<file path="config.mk">
export PLATFORM = sky130hd
export DESIGN_NAME = packet_rate_statistics
export DESIGN_NICKNAME = d
export VERILOG_FILES = /design/src/rtl/prs_pkg.sv /design/src/rtl/prs_scaled_div.sv /design/src/rtl/packet_rate_statistics.sv
export VERILOG_INCLUDE_DIRS = /design/src /design/src/rtl
export SDC_FILE = /design/constraint.sdc
export NUM_CORES = 2
export LEC_CHECK = 0
export BUFFER_PORTS_ARGS = -buffer_cell sky130_fd_sc_hd__buf_4
export CAP_MARGIN = 20
export CELL_PAD_IN_SITES_DETAIL_PLACEMENT = 0
export CELL_PAD_IN_SITES_GLOBAL_PLACEMENT = 1
export CORE_MARGIN = 1
export CORE_UTILIZATION = 51
export DETAILED_ROUTE_END_ITERATION = 8
export GPL_TIMING_DRIVEN = 1
export PLACE_DENSITY = 0.82
export SYNTH_ARGS = -nofsm -noshare
export SYNTH_HDL_FRONTEND = slang
export SYNTH_SLANG_ARGS = --single-unit
</file>
<file path="constraint.sdc">
create_clock -name clk -period 23.5 [get_ports clk]
set_clock_uncertainty 0.2 [all_clocks]
set_input_delay 0 -clock clk [delete_from_list [all_inputs] [get_ports clk]]
set_output_delay 0 -clock clk [all_outputs]
set_load 0.01 [all_outputs]
</file>
<file path="src/rtl/assert_macros.svh">
// assertion macros used by packet_rate_statistics.sv
`ifndef ASSERT_MACROS_SVH
`define ASSERT_MACROS_SVH

`ifndef NO_ASSERTIONS

// same-cycle implication
`define PRS_ASSERT_IMPL(label, clk, rst_n, ante, cons) \
  label: assert property (@(posedge clk) disable iff (!rst_n) (ante) |-> (cons)) \
    else $error("assertion failed");

// next-cycle implication
`define PRS_ASSERT_NEXT(label, clk, rst_n, ante, cons) \
  label: assert property (@(posedge clk) disable iff (!rst_n) (ante) |=> (cons)) \
    else $error("assertion failed");

`else

`define PRS_ASSERT_IMPL(label, clk, rst_n, ante, cons)
`define PRS_ASSERT_NEXT(label, clk, rst_n, ante, cons)

`endif

`endif

</file>
<file path="src/rtl/prs_pkg.sv">
// shared constants and types of the packet rate statistics block
package prs_pkg;

  // microseconds per second, used as the rate scale
  localparam int unsigned SCALE_W  = 20;
  localparam logic [SCALE_W-1:0] SCALE = 20'd1000000;
  localparam int unsigned SCALE_IW = 5;

  // operand, product and iteration counter widths of the scaled divider
  localparam int unsigned OPND_W = 64;
  localparam int unsigned PROD_W = OPND_W + SCALE_W;
  localparam int unsigned CNT_W  = 7;

  // sampling window register
  localparam int unsigned WIN_W = 16;
  localparam logic [WIN_W-1:0] WIN_RESET = 16'd50;

  // divider status toward the sequencer
  typedef struct packed {
    logic busy;
    logic done;
  } prs_div_stat_t;

endpackage

</file>
<file path="src/rtl/prs_scaled_div.sv">
// shared unit: floor(num * 1e6 / den) by shift-add multiply then restoring divide
module prs_scaled_div import prs_pkg::*; #(
  parameter int unsigned RATE_W = 32
) (
  input  logic              clk,
  input  logic              rst_n,
  input  logic              start,
  input  logic [OPND_W-1:0] num,
  input  logic [OPND_W-1:0] den,
  output prs_div_stat_t     stat,
  output logic [RATE_W-1:0] quot
);

  localparam logic [1:0] D_IDLE = 2'd0;
  localparam logic [1:0] D_MUL  = 2'd1;
  localparam logic [1:0] D_DIV  = 2'd2;

  logic [1:0]        state_r, state_nxt;
  logic [CNT_W-1:0]  cnt_r, cnt_nxt;
  logic              done_r, done_nxt;
  logic [PROD_W-1:0] prod_r, prod_nxt;
  logic [OPND_W-1:0] rem_r, rem_nxt;
  logic [OPND_W-1:0] num_r, den_r;

  logic [OPND_W:0]   shifted;
  logic [OPND_W+1:0] diff;
  logic              ge;
  logic              sat;

  // one restoring divide step: bring down the top product bit
  assign shifted = {rem_r, prod_r[PROD_W-1]};
  assign diff    = {1'b0, shifted} - {2'b00, den_r};
  assign ge      = ~diff[OPND_W+1];

  // sequencer and datapath next values
  always_comb begin
    state_nxt = state_r;
    cnt_nxt   = cnt_r;
    done_nxt  = 1'b0;
    prod_nxt  = prod_r;
    rem_nxt   = rem_r;
    unique case (state_r)
      D_IDLE: begin
        if (start) begin
          state_nxt = D_MUL;
          cnt_nxt   = CNT_W'(SCALE_W - 1);
          prod_nxt  = '0;
          rem_nxt   = '0;
        end
      end
      D_MUL: begin
        // msb-first shift-add of the scale constant
        prod_nxt = {prod_r[PROD_W-2:0], 1'b0}
                 + (SCALE[cnt_r[SCALE_IW-1:0]] ? {{SCALE_W{1'b0}}, num_r} : '0);
        if (cnt_r == '0) begin
          state_nxt = D_DIV;
          cnt_nxt   = CNT_W'(PROD_W - 1);
        end else begin
          cnt_nxt = cnt_r - 1'b1;
        end
      end
      D_DIV: begin
        // quotient bits shift in where product bits leave
        rem_nxt  = ge ? diff[OPND_W-1:0] : shifted[OPND_W-1:0];
        prod_nxt = {prod_r[PROD_W-2:0], ge};
        if (cnt_r == '0) begin
          state_nxt = D_IDLE;
          done_nxt  = 1'b1;
        end else begin
          cnt_nxt = cnt_r - 1'b1;
        end
      end
      default: begin
        state_nxt = D_IDLE;
      end
    endcase
  end

  // control registers
  always_ff @(posedge clk) begin
    if (!rst_n) begin
      state_r <= D_IDLE;
      cnt_r   <= '0;
      done_r  <= 1'b0;
    end else begin
      state_r <= state_nxt;
      cnt_r   <= cnt_nxt;
      done_r  <= done_nxt;
    end
  end

  // datapath registers
  always_ff @(posedge clk) begin
    prod_r <= prod_nxt;
    rem_r  <= rem_nxt;
    if (state_r == D_IDLE && start) begin
      num_r <= num;
      den_r <= den;
    end
  end

  // saturate quotients that do not fit the rate width
  assign sat  = |prod_r[PROD_W-1:RATE_W];
  assign quot = sat ? {RATE_W{1'b1}} : prod_r[RATE_W-1:0];

  assign stat.busy = (state_r != D_IDLE);
  assign stat.done = done_r;

endmodule

</file>
<file path="src/rtl/packet_rate_statistics.sv">
// top level of the packet rate statistics block
// Each accepted packet updates the running totals and window sums in the
// cycle it is accepted, and the block is ready again on the next cycle when
// the window is not yet full. The packet that fills the window starts four
// rate computations (window packet rate, window byte rate, average packet
// rate, average byte rate) on one shared scaled divider: each scales by one
// million with shift-add steps and then runs a restoring divide, around a
// start state and a wait state in the sequencer that takes the quotient.
// The closing packet keeps the input closed until the result is loaded into
// the output register, which takes longer while an earlier result still
// waits there. The output register lets the next packet enter while a
// result is still waiting to be taken. A zero time divisor or a quotient
// that does not fit RATE_WIDTH bits gives all ones; a sampling window of
// zero acts as one.
`include "assert_macros.svh"

module packet_rate_statistics import prs_pkg::*; #(
  parameter int unsigned RATE_WIDTH = 32
) (
  input  logic                  clk,
  input  logic                  rst_n,
  input  logic                  cfg_wr_en,
  input  logic [WIN_W-1:0]      cfg_wr_data,
  input  logic                  in_valid,
  output logic                  in_ready,
  input  logic [31:0]           in_elapsed_us,
  input  logic [15:0]           in_packet_len,
  output logic                  out_valid,
  input  logic                  out_ready,
  output logic [47:0]           out_packets_seen,
  output logic [RATE_WIDTH-1:0] out_rate_average,
  output logic [RATE_WIDTH-1:0] out_rate_lowest,
  output logic [RATE_WIDTH-1:0] out_throughput_average,
  output logic [RATE_WIDTH-1:0] out_throughput_lowest
);

  localparam logic [1:0] S_IDLE   = 2'd0;
  localparam logic [1:0] S_START  = 2'd1;
  localparam logic [1:0] S_WAIT   = 2'd2;
  localparam logic [1:0] S_FINISH = 2'd3;

  localparam logic [1:0] OP_WRATE = 2'd0;
  localparam logic [1:0] OP_WTHRU = 2'd1;
  localparam logic [1:0] OP_ARATE = 2'd2;
  localparam logic [1:0] OP_ATHRU = 2'd3;

  logic [1:0]            state_r, state_nxt;
  logic [1:0]            op_r, op_nxt;
  logic [WIN_W-1:0]      window_cfg_r;
  logic [47:0]           packet_total_r;
  logic [63:0]           byte_total_r;
  logic [47:0]           window_bytes_r;
  logic [63:0]           time_total_r;
  logic [63:0]           window_time_r;
  logic [WIN_W-1:0]      window_count_r;
  logic [RATE_WIDTH-1:0] rate_worst_r;
  logic [RATE_WIDTH-1:0] thru_worst_r;
  logic [RATE_WIDTH-1:0] rate_avg_r;
  logic [RATE_WIDTH-1:0] thru_avg_r;
  logic                  out_valid_r;

  logic                  accept;
  logic [WIN_W-1:0]      limit;
  logic [WIN_W-1:0]      count_inc;
  logic                  close;
  logic                  load_out;
  logic                  div_start;
  logic [OPND_W-1:0]     div_num, div_den;
  logic [RATE_WIDTH-1:0] div_quot;
  prs_div_stat_t         div_stat;

  // request handshake and window close test
  assign in_ready  = (state_r == S_IDLE);
  assign accept    = in_valid && in_ready;
  assign limit     = (window_cfg_r == '0) ? WIN_W'(1) : window_cfg_r;
  assign count_inc = window_count_r + 1'b1;
  assign close     = (count_inc >= limit);
  assign load_out  = (state_r == S_FINISH) && (!out_valid_r || out_ready);
  assign div_start = (state_r == S_START);

  // sequencer over the four rate computations
  always_comb begin
    state_nxt = state_r;
    op_nxt    = op_r;
    unique case (state_r)
      S_IDLE: begin
        if (accept && close) begin
          state_nxt = S_START;
          op_nxt    = OP_WRATE;
        end
      end
      S_START: begin
        state_nxt = S_WAIT;
      end
      S_WAIT: begin
        if (div_stat.done) begin
          if (op_r == OP_ATHRU) begin
            state_nxt = S_FINISH;
          end else begin
            state_nxt = S_START;
            op_nxt    = op_r + 1'b1;
          end
        end
      end
      S_FINISH: begin
        if (load_out) begin
          state_nxt = S_IDLE;
        end
      end
      default: begin
        state_nxt = S_IDLE;
      end
    endcase
  end

  // divider operand selection
  always_comb begin
    unique case (op_r)
      OP_WRATE: begin
        div_num = {{(OPND_W-WIN_W){1'b0}}, window_count_r};
        div_den = window_time_r;
      end
      OP_WTHRU: begin
        div_num = {16'b0, window_bytes_r};
        div_den = window_time_r;
      end
      OP_ARATE: begin
        div_num = {16'b0, packet_total_r};
        div_den = time_total_r;
      end
      OP_ATHRU: begin
        div_num = byte_total_r;
        div_den = time_total_r;
      end
      default: begin
        div_num = '0;
        div_den = '0;
      end
    endcase
  end

  prs_scaled_div #(
    .RATE_W (RATE_WIDTH)
  ) u_div (
    .clk   (clk),
    .rst_n (rst_n),
    .start (div_start),
    .num   (div_num),
    .den   (div_den),
    .stat  (div_stat),
    .quot  (div_quot)
  );

  // control, configuration and accumulated state
  always_ff @(posedge clk) begin
    if (!rst_n) begin
      state_r        <= S_IDLE;
      op_r           <= OP_WRATE;
      window_cfg_r   <= WIN_RESET;
      packet_total_r <= '0;
      byte_total_r   <= '0;
      window_bytes_r <= '0;
      time_total_r   <= '0;
      window_time_r  <= '0;
      window_count_r <= '0;
      rate_worst_r   <= '0;
      thru_worst_r   <= '0;
      out_valid_r    <= 1'b0;
    end else begin
      state_r <= state_nxt;
      op_r    <= op_nxt;
      if (cfg_wr_en) begin
        window_cfg_r <= cfg_wr_data;
      end
      // per-packet accumulation, every sum wraps at its width
      if (accept) begin
        packet_total_r <= packet_total_r + 1'b1;
        byte_total_r   <= byte_total_r + {48'b0, in_packet_len};
        window_bytes_r <= window_bytes_r + {32'b0, in_packet_len};
        time_total_r   <= time_total_r + {32'b0, in_elapsed_us};
        window_time_r  <= window_time_r + {32'b0, in_elapsed_us};
        window_count_r <= count_inc;
      end
      // lowest window rates, zero counts as unset
      if (state_r == S_WAIT && div_stat.done) begin
        if (op_r == OP_WRATE && (rate_worst_r == '0 || rate_worst_r > div_quot)) begin
          rate_worst_r <= div_quot;
        end
        if (op_r == OP_WTHRU && (thru_worst_r == '0 || thru_worst_r > div_quot)) begin
          thru_worst_r <= div_quot;
        end
      end
      // window sums restart once the result is loaded
      if (load_out) begin
        window_bytes_r <= '0;
        window_time_r  <= '0;
        window_count_r <= '0;
      end
      // output register valid
      if (load_out) begin
        out_valid_r <= 1'b1;
      end else if (out_ready) begin
        out_valid_r <= 1'b0;
      end
    end
  end

  // average rates captured from the divider
  always_ff @(posedge clk) begin
    if (state_r == S_WAIT && div_stat.done) begin
      if (op_r == OP_ARATE) begin
        rate_avg_r <= div_quot;
      end
      if (op_r == OP_ATHRU) begin
        thru_avg_r <= div_quot;
      end
    end
  end

  // output payload register
  always_ff @(posedge clk) begin
    if (load_out) begin
      out_packets_seen       <= packet_total_r;
      out_rate_average       <= rate_avg_r;
      out_rate_lowest        <= rate_worst_r;
      out_throughput_average <= thru_avg_r;
      out_throughput_lowest  <= thru_worst_r;
    end
  end

  assign out_valid = out_valid_r;

  // divider finishes only while the sequencer waits for it
  `PRS_ASSERT_IMPL(a_done_in_wait, clk, rst_n, div_stat.done, state_r == S_WAIT)
  // a new computation never starts on a busy divider
  `PRS_ASSERT_IMPL(a_start_idle, clk, rst_n, div_start, !div_stat.busy)
  // a request that fills the window starts the rate sequence
  `PRS_ASSERT_NEXT(a_close_starts, clk, rst_n, accept && close, state_r == S_START)

endmodule
</file>
==> results.md <==
* Inst Count DP at 6611
* Synth Warn # at 0
* Synth top area cells: edfxtp_1 31%, dfxtp_1 16%, ha_1 7.7%, nand2_1 4.6%, a21oi_1 4.2%
* Seq/Total Area, Yosys at 46.5%
* Synth cell types at 85
* GRT Overall Usage at 26.5%
* WP data arrival at 5780 ps
* Met3 wire length at 7.54 mm
* Core Region at 0.0983 mm²
* Hold buffer count at cts at 132
* Initial Util at 51.5%
* Seq pwr share at 46.8%
* Switching Share at 24.0%
* Final ANT Viol Nets at 0
* Combinational share of power at 9.0%
* Vias in the first global route at 38200
* Syn_area_per_cell at 9.59 µm²
* Max_cap viols at 0
* Iter 0 DRT Violations at 3497
* Sw Pwr at 0.885 mW
* DP HPWL at 94.7 mm
* Slew headroom at 26.7%
* Area leader, netlist: edfxtp_1
* Maximum number of pins on one net before global-route repair at 157
* Clock latency on the worst-skew pair at 720 ps
* Final worst path period need at 5370 ps
* Pre-Repair DR Iteration Count at 8
* Drt total wl at 135 mm
* Row cnt at 115
* Crit Path Category: register to register
* Sum of negative setup slack at 0 ps
* Num CTS Buffers at 97
* Top-area cell type share of the netlist area at 30.6%
* Filler cell count at 8335
* Synth Flop Type: edfxtp_1
* Initial antenna violation count at 3
* PwrDens at 63.4 mW/mm²
* Fin cells at 6928
* Met1 Routed Length at 62.5 mm
* Met2 routed WL at 61.2 mm
* Top cell types by occurrence after synthesis: 621 x nand2_1, 516 x edfxtp_1, 425 x nor2_1, 422 x a21oi_1, 400 x dfxtp_1
* Nets@finish at 5943
* # IOs at 247
* CP endpoint kind: register
* Syn nets at 5660
* Syn Std Cell Area at 0.0506 mm²
* Setup bufs post-CTS at 0
* Status: completed
* Sink Count at 916
* Max-slew violations at 0
* Via/cell ratio at 5.80
* Global-route wire length before repair at 212 mm
* Root buffer cell: clkbuf_16
* Synth Register Bits at 916
* Endpoints failing setup at 0
* CTS resizes at 0
* Multi-input gate area at 0.0253 mm²
* Clk pwr share at 44.2%
* Top sig layer: met5
* Mapped Cells at 5274
* Reg clk slew, reported paths at 60 ps
* WP data required at 23910 ps
* Vias at 40200
* Unrepaired setup endpoints after global routing: false
* Area Growth Syn to Fin at 15.3%
* Leakage at 22.2 nW
* Wirelength per Cell at 19.5 µm
* CP Launch Type: register
* Final hold vios at 0
* Die width at 317 µm
* Fraction of registers with async set/reset at 0%
* H-tree depth at 3
* Crit share post-route at 22.9%
* DRC Markers at 0
* P_int at 2.81 mW
* Tightest Pin Transition at 1100 ps
* Share of cells above drive strength 1 at 9.70%
* Number of flops mapped to enable cells by yosys at 516
* TritonCTS clock tree: yes
* Max clock buf depth at 3
* Die height at 317 µm
* Reg area at 0.0235 mm²
* Routability cong. at 0.900
* Die ar. at 0.100 mm²
* Crit-path max FO at 36
* Tightest Hold Check Type: primary input to register
* Peak Freq at 186 MHz
* Peak VDD IR at 0.0621 mV
* Cell with the most instances after synthesis: nand2_1
* I/O Buffers at 246
* Tot Pwr at 3.69 mW
* Gr ovfl total at 0
==> area by class of cell <==
cell class | count | share of cell area [%]
Multi-Input combinational cell | 3887 | 43.5
Sequential cell | 916 | 40.3
Timing Repair Buffer | 421 | 6.03
Clock buffer | 137 | 4.74
Inverter | 234 | 1.52
Antenna cell | 1 | 0.00429
Clock inverter | 45 | 1.16
Tap cell | 1287 | 2.76
==> registers in the layout (all words and copies together), names as in the netlist, 7 cells and up, named ones only <==
| signal | cells |
|---|---|
| out_rate_lowest | 32 |
| out_throughput_average | 32 |
| rate_worst_r | 32 |
| out_rate_average | 32 |
| window_count_r | 16 |
| window_cfg_r | 16 |
| out_throughput_lowest | 32 |
| window_bytes_r | 48 |
| u_div.prod_r | 84 |
| rate_avg_r | 32 |
| u_div.num_r | 64 |
| thru_avg_r | 32 |
| out_packets_seen | 48 |
| packet_total_r | 48 |
| time_total_r | 64 |
| thru_worst_r | 32 |
| u_div.cnt_r | 7 |
| window_time_r | 64 |
| u_div.rem_r | 64 |
| byte_total_r | 64 |
| u_div.den_r | 64 |
==> power groups by stage <==
stage / Clock, mW / Sequential (mW) / Combinational [mW]
global placement: 0 / 1.76 / 0.286
floorplan: 0 / 1.75 / 0.223
global route: 1.73 / 1.73 / 0.369
CTS: 1.67 / 1.73 / 0.326
detailed placement: 0 / 1.76 / 0.288
finish: 1.63 / 1.73 / 0.332
==> layer usage <==
layer,up-vias,track usage (%)
met3,192,3.72
li1,19700,-
met2,1034,42.0
met5,-,0
met4,4,8.22
met1,19300,37.5
==> critical path, stage by stage (launching register included) <==
cell	delay (ps)
edfxtp_1	410
nor4_1	570
nand4_1	180
or4_1	550
buf_4	270
nor2_1	260
ha_1	290
a21o_1	150
a21oi_1	150
nor2b_1	60
o21ai_0	150
nand2b_1	70
a21oi_1	140
nor2_1	60
a2111oi_0	570
nand4_1	270
nand4_4	620
mux2i_1	260
==> layout by cell type (no fill, tap or decap), types with 39 or more instances in the layout <==
master         count
buf_4            287
xor2_1           138
or3_1             61
a21oi_1          421
a222oi_1          48
inv_1            232
nor3_1            49
nor2_1           422
a211oi_1          39
edfxtp_1         516
and3_1            74
mux2_2            61
xnor2_1          206
nand2_1          620
nor4_1            48
o21ai_0          262
a21o_1           147
ha_1             307
nor2b_1           79
dfxtp_1          400
nand3_1          141
clkbuf_16         99
dlygate4sd3_1    132
a31oi_1           44
mux2i_1           99
nand4_1           98
and2_1           113
==> cell families (layout without fill, tap and decap cells) <==
family	count (synthesis)	after routing	share of synthesized area (%)
adder cells (fa/ha/maj)	317	317	7.93
flip-flops	916	916	46.5
other	0	1	0
multiplexers	160	160	3.32
AO/OA/AOI/OAI	1231	1231	15.3
XOR/XNOR	344	344	5.96
AND/OR/NAND/NOR	1835	1835	17.4
buffers and inverters	471	837	3.59
==> final timing paths <==
check / to / depth (start not counted) / from / slack, ps
setup reg to reg: thru_worst_r[19]$_SDFFE_PN0P_ / 17 / u_div.prod_r[50]$_DFFE_PP_ / 18130
hold reg to reg: out_rate_average[3]$_DFFE_PP_ / 0 / rate_avg_r[3]$_DFFE_PP_ / 210
hold / removal: byte_total_r[0]$_SDFFE_PN0P_ / 5 / in_packet_len[0] / 50
setup / recovery: thru_worst_r[19]$_SDFFE_PN0P_ / 17 / u_div.prod_r[50]$_DFFE_PP_ / 18130
==> per-stage QoR <==
step | worst slack, ps | instance area [µm²] | hold slack [ps] | util (%)
2_1_floorplan | 13050 | 50600 | -69.6 | -
3_3_place_gp | 18180 | 53500 | 32.1 | 54.4
3_5_place_dp | 18120 | 53500 | 38.9 | 54.4
4_1_cts | 18100 | 58200 | 1.98 | 59.3
5_1_grt | 17800 | 58300 | 79.2 | 59.3
6_report | 18130 | 58300 | 46.4 | 59.3
Power figures use the tool's default switching activity.
